File: config.mk
export PLATFORM = sky130hd
export DESIGN_NAME = tcfx_ctrl
export DESIGN_NICKNAME = d
export VERILOG_FILES = /design/src/rtl/core/tcfx_pkg.sv /design/src/rtl/core/tcfx_ctrl.sv
export SDC_FILE = /design/constraint.sdc
export NUM_CORES = 1
export LEC_CHECK = 0
export BUFFER_PORTS_ARGS = -buffer_cell sky130_fd_sc_hd__buf_2
export CAP_MARGIN = 20
export CORE_UTILIZATION = 41
export CTS_CLUSTER_SIZE = 16
export DETAILED_ROUTE_END_ITERATION = 8
export GPL_TIMING_DRIVEN = 0
export PLACE_DENSITY = 0.66
export SLEW_MARGIN = 10
export SYNTH_ARGS = -nofsm -noshare
export SYNTH_HDL_FRONTEND = slang
export SYNTH_SLANG_ARGS = --single-unit
File: constraint.sdc
create_clock -name clk_i -period 1.51 [get_ports clk_i]
set_input_delay 0.0755 -clock clk_i [delete_from_list [all_inputs] [get_ports clk_i]]
set_output_delay 0.0755 -clock clk_i [all_outputs]
set_load 0.02 [all_outputs]
File: src/rtl/core/tcfx_pkg.sv
package tcfx_pkg;

  // Fine period ROM geometry: eight fine steps per semitone.
  localparam int SEMITONES  = 144;
  localparam int FINE_SHIFT = 3;
  localparam int FINE_STEPS = 1 << FINE_SHIFT;
  localparam int ROM_LEN    = SEMITONES * FINE_STEPS;
  localparam int ROM_AW     = 11;

  localparam logic [15:0] PERIOD_RESET   = 16'd448;
  localparam logic [15:0] PERIOD_MIN     = 16'd113;
  localparam logic [15:0] PERIOD_FINE_HI = 16'd856;
  localparam logic [15:0] PERIOD_MAX     = 16'd20000;
  localparam logic [7:0]  VOL_MAX        = 8'd64;
  localparam logic [7:0]  VOL_TONE_MAX   = 8'd63;
  localparam logic [7:0]  VOL_WRAP_LIM   = 8'd200;
  localparam logic [7:0]  SPEED_LIMIT    = 8'h21;

  // Command codes.
  localparam logic [1:0] CMD_NOTE = 2'd0;
  localparam logic [1:0] CMD_TICK = 2'd1;
  localparam logic [1:0] CMD_LOAD = 2'd2;

  // Effect nibbles.
  localparam logic [3:0] FX_ARP       = 4'h0;
  localparam logic [3:0] FX_PORT_UP   = 4'h1;
  localparam logic [3:0] FX_PORT_DN   = 4'h2;
  localparam logic [3:0] FX_TONE      = 4'h3;
  localparam logic [3:0] FX_VIB       = 4'h4;
  localparam logic [3:0] FX_TONE_VOL  = 4'h5;
  localparam logic [3:0] FX_VIB_VOL   = 4'h6;
  localparam logic [3:0] FX_OFFSET    = 4'h9;
  localparam logic [3:0] FX_VOL_SLIDE = 4'hA;
  localparam logic [3:0] FX_JUMP      = 4'hB;
  localparam logic [3:0] FX_SET_VOL   = 4'hC;
  localparam logic [3:0] FX_BREAK     = 4'hD;
  localparam logic [3:0] FX_EXT       = 4'hE;
  localparam logic [3:0] FX_SPEED     = 4'hF;

  // Extended effect sub-codes.
  localparam logic [3:0] EX_FINE_UP = 4'h1;
  localparam logic [3:0] EX_FINE_DN = 4'h2;
  localparam logic [3:0] EX_LOOP    = 4'h6;
  localparam logic [3:0] EX_FVOL_UP = 4'hA;
  localparam logic [3:0] EX_FVOL_DN = 4'hB;
  localparam logic [3:0] EX_DELAY   = 4'hE;

  // Song-flow codes.
  localparam logic [2:0] FLOW_NONE  = 3'd0;
  localparam logic [2:0] FLOW_JUMP  = 3'd1;
  localparam logic [2:0] FLOW_BREAK = 3'd2;
  localparam logic [2:0] FLOW_LOOP  = 3'd3;
  localparam logic [2:0] FLOW_DELAY = 3'd4;
  localparam logic [2:0] FLOW_SPEED = 3'd5;
  localparam logic [2:0] FLOW_TEMPO = 3'd6;

  localparam logic [15:0] BASE_PERIOD [SEMITONES] = '{
    16'd27392,16'd25856,16'd24384,16'd23040,16'd21696,16'd20480,16'd19328,16'd18240,
    16'd17216,16'd16256,16'd15360,16'd14496,16'd13696,16'd12928,16'd12192,16'd11520,
    16'd10848,16'd10240,16'd9664,16'd9120,16'd8606,16'd8128,16'd7680,16'd7248,
    16'd6848,16'd6464,16'd6096,16'd5760,16'd5424,16'd5120,16'd4832,16'd4560,
    16'd4304,16'd4064,16'd3840,16'd3624,16'd3424,16'd3232,16'd3048,16'd2880,
    16'd2712,16'd2560,16'd2416,16'd2280,16'd2152,16'd2032,16'd1920,16'd1812,
    16'd1712,16'd1616,16'd1524,16'd1440,16'd1356,16'd1280,16'd1208,16'd1140,
    16'd1076,16'd1016,16'd960,16'd906,16'd856,16'd808,16'd762,16'd720,
    16'd678,16'd640,16'd604,16'd570,16'd538,16'd508,16'd480,16'd453,
    16'd428,16'd404,16'd381,16'd360,16'd339,16'd320,16'd302,16'd285,
    16'd269,16'd254,16'd240,16'd226,16'd214,16'd202,16'd190,16'd180,
    16'd170,16'd160,16'd151,16'd143,16'd135,16'd127,16'd120,16'd113,
    16'd107,16'd101,16'd95,16'd90,16'd85,16'd80,16'd75,16'd71,
    16'd67,16'd63,16'd60,16'd56,16'd53,16'd50,16'd47,16'd45,
    16'd42,16'd40,16'd37,16'd35,16'd33,16'd31,16'd30,16'd28,
    16'd27,16'd25,16'd24,16'd22,16'd21,16'd20,16'd19,16'd18,
    16'd17,16'd16,16'd15,16'd14,16'd13,16'd13,16'd12,16'd11,
    16'd11,16'd10,16'd9,16'd9,16'd8,16'd8,16'd7,16'd7
  };

  localparam logic [7:0] SINE_HALF [32] = '{
    8'd0,8'd24,8'd49,8'd74,8'd97,8'd120,8'd141,8'd161,
    8'd180,8'd197,8'd212,8'd224,8'd235,8'd244,8'd250,8'd253,
    8'd255,8'd253,8'd250,8'd244,8'd235,8'd224,8'd212,8'd197,
    8'd180,8'd161,8'd141,8'd120,8'd97,8'd74,8'd49,8'd24
  };

  // Per-channel state record.
  typedef struct packed {
    logic [15:0]      period;
    logic [7:0]       volume;
    logic [4:0]       instr;
    logic [3:0]       finetune;
    logic [3:0]       effect;
    logic [7:0]       param;
    logic [15:0]      arp_off;
    logic [2:0][15:0] arp;
    logic [1:0]       arp_step;
    logic [7:0]       slide_speed;
    logic [15:0]      slide_target;
    logic [15:0]      vib_off;
    logic [7:0]       vib_param;
    logic [5:0]       vib_phase;
    logic [7:0]       vol_slide;
  } chan_rec_t;

  // Commands from the controller to the datapath.
  typedef struct packed {
    logic accept;
    logic fetch;
    logic note_a;
    logic ft_eval;
    logic ft_apply;
    logic note_b;
    logic arp_start;
    logic arp_x;
    logic arp_y;
    logic arp_z;
    logic tick;
    logic out_load;
  } ctrl_cmd_t;

  // Status from the datapath to the controller.
  typedef struct packed {
    logic [1:0] cmd;
    logic       chan_ok;
    logic       need_ft;
    logic       need_arp;
    logic       search_done;
  } dp_stat_t;

  // One entry of the fine period ROM, built from the semitone table.
  function automatic logic [15:0] rom_entry(input logic [ROM_AW-1:0] idx);
    logic [7:0]  s;
    logic [2:0]  j;
    logic [15:0] a;
    logic [15:0] b;
    logic [15:0] d;
    s = idx[ROM_AW-1:FINE_SHIFT];
    j = idx[FINE_SHIFT-1:0];
    if (s >= 8'(SEMITONES - 1)) begin
      return 16'd0;
    end
    a = BASE_PERIOD[s];
    b = BASE_PERIOD[8'(s + 8'd1)];
    d = (a - b) >> FINE_SHIFT;
    return 16'(a - 16'(d * {13'd0, j}));
  endfunction

  // Volume slide step: up by the high nibble, else down by the masked low part.
  function automatic logic [7:0] vol_step(input logic [7:0] vol, input logic [7:0] vs,
                                          input logic [7:0] up_lim, input logic [7:0] mask,
                                          input logic [7:0] dn_lim);
    logic [7:0] s;
    if (vs > 8'h0F) begin
      s = vol + {4'd0, vs[7:4]};
      return (s > up_lim) ? up_lim : s;
    end
    s = vol - (vs & mask);
    return (s > dn_lim) ? 8'd0 : s;
  endfunction

endpackage

File: src/rtl/core/tcfx_ctrl.sv
module tcfx_ctrl import tcfx_pkg::*; (
  input  logic      clk_i,
  input  logic      rst_ni,
  input  logic      in_valid_i,
  output logic      in_ready_o,
  output logic      out_valid_o,
  input  logic      out_ready_i,
  input  dp_stat_t  stat_i,
  output ctrl_cmd_t cmd_o
);

  typedef enum logic [13:0] {
    S_IDLE      = 14'b00000000000001,
    S_FETCH     = 14'b00000000000010,
    S_NOTE_A    = 14'b00000000000100,
    S_FT_WAIT   = 14'b00000000001000,
    S_FT_EVAL   = 14'b00000000010000,
    S_FT_APPLY  = 14'b00000000100000,
    S_NOTE_B    = 14'b00000001000000,
    S_ARP_START = 14'b00000010000000,
    S_ARP_WAIT  = 14'b00000100000000,
    S_ARP_X     = 14'b00001000000000,
    S_ARP_Y     = 14'b00010000000000,
    S_ARP_Z     = 14'b00100000000000,
    S_TICK      = 14'b01000000000000,
    S_OUT       = 14'b10000000000000
  } state_e;

  state_e state_q, state_d;
  logic   out_valid_q, out_valid_d;
  logic   out_free;

  assign out_free   = !out_valid_q || out_ready_i;
  assign in_ready_o = (state_q == S_IDLE);

  // Sequencing of one request through the datapath.
  always_comb begin
    state_d = state_q;
    cmd_o   = '0;
    case (state_q)
      S_IDLE: begin
        if (in_valid_i) begin
          cmd_o.accept = 1'b1;
          state_d      = S_FETCH;
        end
      end
      S_FETCH: begin
        cmd_o.fetch = 1'b1;
        if (!stat_i.chan_ok) begin
          state_d = S_OUT;
        end else if (stat_i.cmd == CMD_NOTE) begin
          state_d = S_NOTE_A;
        end else if (stat_i.cmd == CMD_TICK) begin
          state_d = S_TICK;
        end else begin
          state_d = S_OUT;
        end
      end
      S_NOTE_A: begin
        cmd_o.note_a = 1'b1;
        state_d      = stat_i.need_ft ? S_FT_WAIT : S_NOTE_B;
      end
      S_FT_WAIT: begin
        if (stat_i.search_done) begin
          state_d = S_FT_EVAL;
        end
      end
      S_FT_EVAL: begin
        cmd_o.ft_eval = 1'b1;
        state_d       = S_FT_APPLY;
      end
      S_FT_APPLY: begin
        cmd_o.ft_apply = 1'b1;
        state_d        = S_NOTE_B;
      end
      S_NOTE_B: begin
        cmd_o.note_b = 1'b1;
        state_d      = stat_i.need_arp ? S_ARP_START : S_OUT;
      end
      S_ARP_START: begin
        cmd_o.arp_start = 1'b1;
        state_d         = S_ARP_WAIT;
      end
      S_ARP_WAIT: begin
        if (stat_i.search_done) begin
          state_d = S_ARP_X;
        end
      end
      S_ARP_X: begin
        cmd_o.arp_x = 1'b1;
        state_d     = S_ARP_Y;
      end
      S_ARP_Y: begin
        cmd_o.arp_y = 1'b1;
        state_d     = S_ARP_Z;
      end
      S_ARP_Z: begin
        cmd_o.arp_z = 1'b1;
        state_d     = S_OUT;
      end
      S_TICK: begin
        cmd_o.tick = 1'b1;
        state_d    = S_OUT;
      end
      S_OUT: begin
        if (out_free) begin
          cmd_o.out_load = 1'b1;
          state_d        = S_IDLE;
        end
      end
      default: begin
        state_d = S_IDLE;
      end
    endcase
  end

  // Output valid: set on load, cleared when the result is taken.
  always_comb begin
    out_valid_d = out_valid_q;
    if (cmd_o.out_load) begin
      out_valid_d = 1'b1;
    end else if (out_ready_i) begin
      out_valid_d = 1'b0;
    end
  end

  always_ff @(posedge clk_i or negedge rst_ni) begin
    if (!rst_ni) begin
      state_q     <= S_IDLE;
      out_valid_q <= 1'b0;
    end else begin
      state_q     <= state_d;
      out_valid_q <= out_valid_d;
    end
  end

  assign out_valid_o = out_valid_q;

endmodule

==> metrics.txt <==
# TYPE chip_impl_metric gauge
chip_impl_metric{name="placeableCoreArea",unit="um2"} 2250
chip_impl_metric{name="vias",unit=""} 1057
chip_impl_metric{name="synthesis.area_per_instance",unit="um2"} 10.1
chip_impl_metric{name="path_clk_slew",unit="ns"} 0.09
chip_impl_metric{name="synth.ff_latch_count",unit=""} 15
chip_impl_metric{name="dp_worst_setup_slack",unit="ns"} -0.479
chip_impl_metric{name="number_of_endpoints_with_negative_hold_slack_in_the_final_report",unit=""} 0
chip_impl_info{name="crit_type",value="reg2out"} 1
chip_impl_metric{name="drt_pre_antenna_iters",unit=""} 4
chip_impl_metric{name="gate_count_of_the_mapped_netlist",unit=""} 99
chip_impl_metric{name="routedWlPerCell",unit="um"} 16.2
chip_impl_info{name="critical_path_cell_with_the_highest_stage_delay",value="sky130_fd_sc_hd__dfrtp_2"} 1
chip_impl_metric{name="drt_iter0_markers",unit=""} 28
chip_impl_info{name="synthDominantAreaCellType",value="sky130_fd_sc_hd__dfrtp_1"} 1
chip_impl_metric{name="area.growth.synth_to_final",unit="%"} 68.4
chip_impl_metric{name="path_buf_inv",unit=""} 3
chip_impl_metric{name="place.port_buffers",unit=""} 23
chip_impl_metric{name="final_layout_size_suffix_gt1_share",unit="%"} 62.7
chip_impl_metric{name="worst-path-max-fanout",unit=""} 5
chip_impl_metric{name="route.detailed.vias_per_inst",unit=""} 5.68
chip_impl_metric{name="timing.critical_path.required",unit="ns"} 1.43
chip_impl_info{name="yosys-top-cells-count",value="sky130_fd_sc_hd__dfrtp_1 (14), sky130_fd_sc_hd__nor2_1 (11), sky130_fd_sc_hd__nor3_1 (8)"} 1
chip_impl_metric{name="cts.htree.levels",unit=""} 1
chip_impl_metric{name="timing_max_transition_violations_final",unit=""} 0
chip_impl_metric{name="routed_wirelength",unit="um"} 3000
chip_impl_metric{name="power_density",unit="nW/um2"} 1070
chip_impl_metric{name="drcViolationCount",unit=""} 0
chip_impl_metric{name="synth_sequential_area_ratio",unit="%"} 37.6
chip_impl_metric{name="worstSkewPairLatency",unit="ns"} 0.29
chip_impl_metric{name="overflow",unit=""} 0
chip_impl_info{name="tritoncts_clock_tree",value="yes"} 1
chip_impl_metric{name="holdWs",unit="ns"} 0.0237
chip_impl_metric{name="initial_antenna_violation_count",unit=""} 0
chip_impl_metric{name="synth.top_cell.area_share",unit="%"} 35.0
chip_impl_metric{name="synth_nets",unit=""} 109
chip_impl_metric{name="fin_skew",unit="ns"} 0.000854
chip_impl_info{name="rsz0062_at_grt",value="yes"} 1
chip_impl_metric{name="globalRouteTotalUtil",unit="%"} 24.5
chip_impl_metric{name="min_cycle_time_layout",unit="ns"} 1.89
chip_impl_info{name="family_with_the_most_delay_on_the_worst_path",value="simple AND/OR/NAND/NOR gates"} 1
chip_impl_metric{name="hpwlAfterDp",unit="um"} 1620
chip_impl_metric{name="detail-route-antenna-nets",unit=""} 0
chip_impl_metric{name="vdd_drop_max",unit="mV"} 0.924
chip_impl_metric{name="mappedNetlistArea",unit="um2"} 1000
chip_impl_info{name="yosys-top-cells-area",value="sky130_fd_sc_hd__dfrtp_1 (35%), sky130_fd_sc_hd__nor4b_4 (4.8%), sky130_fd_sc_hd__nor4_4 (4.3%), sky130_fd_sc_hd__nor2_1 (4.1%), sky130_fd_sc_hd__nor3_1 (4.0%)"} 1
chip_impl_metric{name="die_height",unit="um"} 51.4
chip_impl_metric{name="dieWidth",unit="um"} 51.4
chip_impl_metric{name="synth_edf_count",unit=""} 0
chip_impl_info{name="ys_dominant_reg_cell",value="sky130_fd_sc_hd__dfrtp_1"} 1
chip_impl_metric{name="setup-violations-final",unit=""} 22
chip_impl_metric{name="final.setup.worst_slack",unit="ns"} -0.378
chip_impl_metric{name="worst_ep_arrival_time",unit="ns"} 1.81
chip_impl_metric{name="pin_count_of_the_biggest_net_entering_global_routing",unit=""} 16
chip_impl_metric{name="placement_rows",unit=""} 17
chip_impl_info{name="status",value="complete, but fails checks"} 1
chip_impl_metric{name="postLayoutCoreUtil",unit="%"} 74.8
chip_impl_info{name="timing.critical_path.cells",value="nor4_4 -> buf_4 -> buf_6 -> nand3_4 -> nor4b_4 -> buf_4"} 1
chip_impl_metric{name="finalWeightedCongestion",unit=""} 0.841
chip_impl_info{name="failing_checks",value="negative setup slack"} 1
chip_impl_info{name="crit_path_end_kind",value="primary output"} 1
chip_impl_info{name="timing.critical_path.mode_cell",value="sky130_fd_sc_hd__buf_4"} 1
chip_impl_metric{name="timing.fmax",unit="MHz"} 530
chip_impl_metric{name="yosysWarningCount",unit=""} 0
chip_impl_metric{name="number_of_distinct_standard_cells_referenced_by_the_synthesized_netlist",unit=""} 39
chip_impl_metric{name="fill_cells",unit=""} 151
chip_impl_info{name="root_buffer",value="sky130_fd_sc_hd__clkbuf_4"} 1
chip_impl_metric{name="static-leakage-power",unit="nW"} 0.764
chip_impl_metric{name="cts-buffers-inserted",unit=""} 3
chip_impl_metric{name="clock_path_buffers",unit=""} 2
chip_impl_metric{name="final_min_period_over_clock_period",unit="%"} 125
chip_impl_info{name="worstHoldPathType",value="in2reg"} 1
chip_impl_metric{name="async_s_r_ff_share_synth",unit="%"} 100
chip_impl_metric{name="die_area",unit="um2"} 2640
chip_impl_metric{name="antenna_cells",unit=""} 0
chip_impl_metric{name="max_slew_margin",unit="%"} 62.8
chip_impl_metric{name="ioPinCount",unit=""} 24
chip_impl_metric{name="floorplan.initialDensity",unit="%"} 44.4
chip_impl_metric{name="critical_path.max_stage_delay",unit="ns"} 0.44
chip_impl_metric{name="first_global_vias",unit=""} 1036
chip_impl_info{name="critical_path.startpoint_type",value="register"} 1
chip_impl_metric{name="final_nets",unit=""} 169
chip_impl_info{name="synthMostInstantiatedCell",value="sky130_fd_sc_hd__dfrtp_1"} 1
chip_impl_metric{name="worst_slew_pin_tran",unit="ns"} 0.550
chip_impl_metric{name="numClockSinks",unit=""} 15
chip_impl_metric{name="timing.max_cap.violations",unit=""} 0
chip_impl_metric{name="grt_pass1_wl",unit="um"} 4780
==> placed cells by master, fill, tap and decap left out, drive strengths merged, types with 3 or more instances in the layout <==
cell	instances
nand2	4
dfrtp	14
xor2	3
o21ai	5
nor3	9
a21o	3
nor2	11
clkbuf	4
buf	55
and4b	4
nand2b	5
inv	6
nor4	8
nand3	3
==> through the flow <==
step / TNS (ns) / power [W] / cell area (um2) / std cells
detailed placement: -6.26 / 0.00104 / 1190 / 150
global placement: -5.20 / 0.00103 / 1190 / 150
floorplan: -2.66 / 0.000910 / 1040 / 99
finish: -6.25 / 0.00180 / 1690 / 186
global route: -7.79 / 0.00188 / 1690 / 186
CTS: -6.35 / 0.00167 / 1560 / 177
==> metal layers <==
metal / global-route usage (%) / up-vias / part of all wire [%]
met3: 7.14 / 9 / 4.2
li1: - / 489 / -
met5: 0 / - / 0
met4: 5.86 / 0 / 2.2
met1: 28.3 / 527 / 40
met2: 43.9 / 32 / 54
==> cell type report <==
| class | instances | area [um2] | share of cell area [%] |
|---|---|---|---|
| timing repair buffer | 57 | 463 | 27.5 |
| multi-input combinational | 76 | 751 | 44.5 |
| clock buffer | 4 | 26.3 | 1.56 |
| tap | 28 | 35.0 | 2.08 |
| inverter | 6 | 22.5 | 1.34 |
| sequential | 15 | 388 | 23.0 |
==> timing repair <==
| action | in CTS | in global routing |
|---|---|---|
| pin swaps | 23 | 14 |
| resized for setup | 45 | 15 |
| hold buffers | 2 | 0 |
| buffers inserted | 22 | 12 |
| endpoints found under the hold margin | 16 | 0 |
| endpoints found under the setup margin | 26 | 25 |
==> state kept, by name (all words and copies together) (netlist names) <==
register,count
state_q,14
out_valid_o,1
==> kinds of logic after synthesis <==
family	Yosys count	synth area share, %
buffers and inverters	8	3.50
AOI/OAI and AO/OA	16	10.8
xor gates and xnor gates	3	2.63
and+or+nand+nor	56	44.5
DFF	15	37.6
muxes	1	1.00
==> report_power, final <==
group / internal (W) / leakage (nW) / switching [W] / total, W
logic: 0.000520 / 0.559 / 0.000511 / 0.00103
clock network: 0.000103 / 0.0150 / 0.000135 / 0.000237
registers: 0.000452 / 0.190 / 0.0000763 / 0.000528
==> final timing paths <==
kind	startpoint	endpoint	slack, ns	cells after the start
setup / recovery	state_q[4]	cmd_o[9]	-0.38	6
hold / removal	out_ready_i	out_valid_o	0.02	2
setup reg to reg	state_q[4]	state_q[0]	-0.37	8
hold reg to reg	state_q[5]	state_q[5]	0.61	1
max in group asynchronous	rst_ni	state_q[0]	0.99	2
min in group asynchronous	rst_ni	state_q[9]	0.22	2
Power figures use the tool's default switching activity.
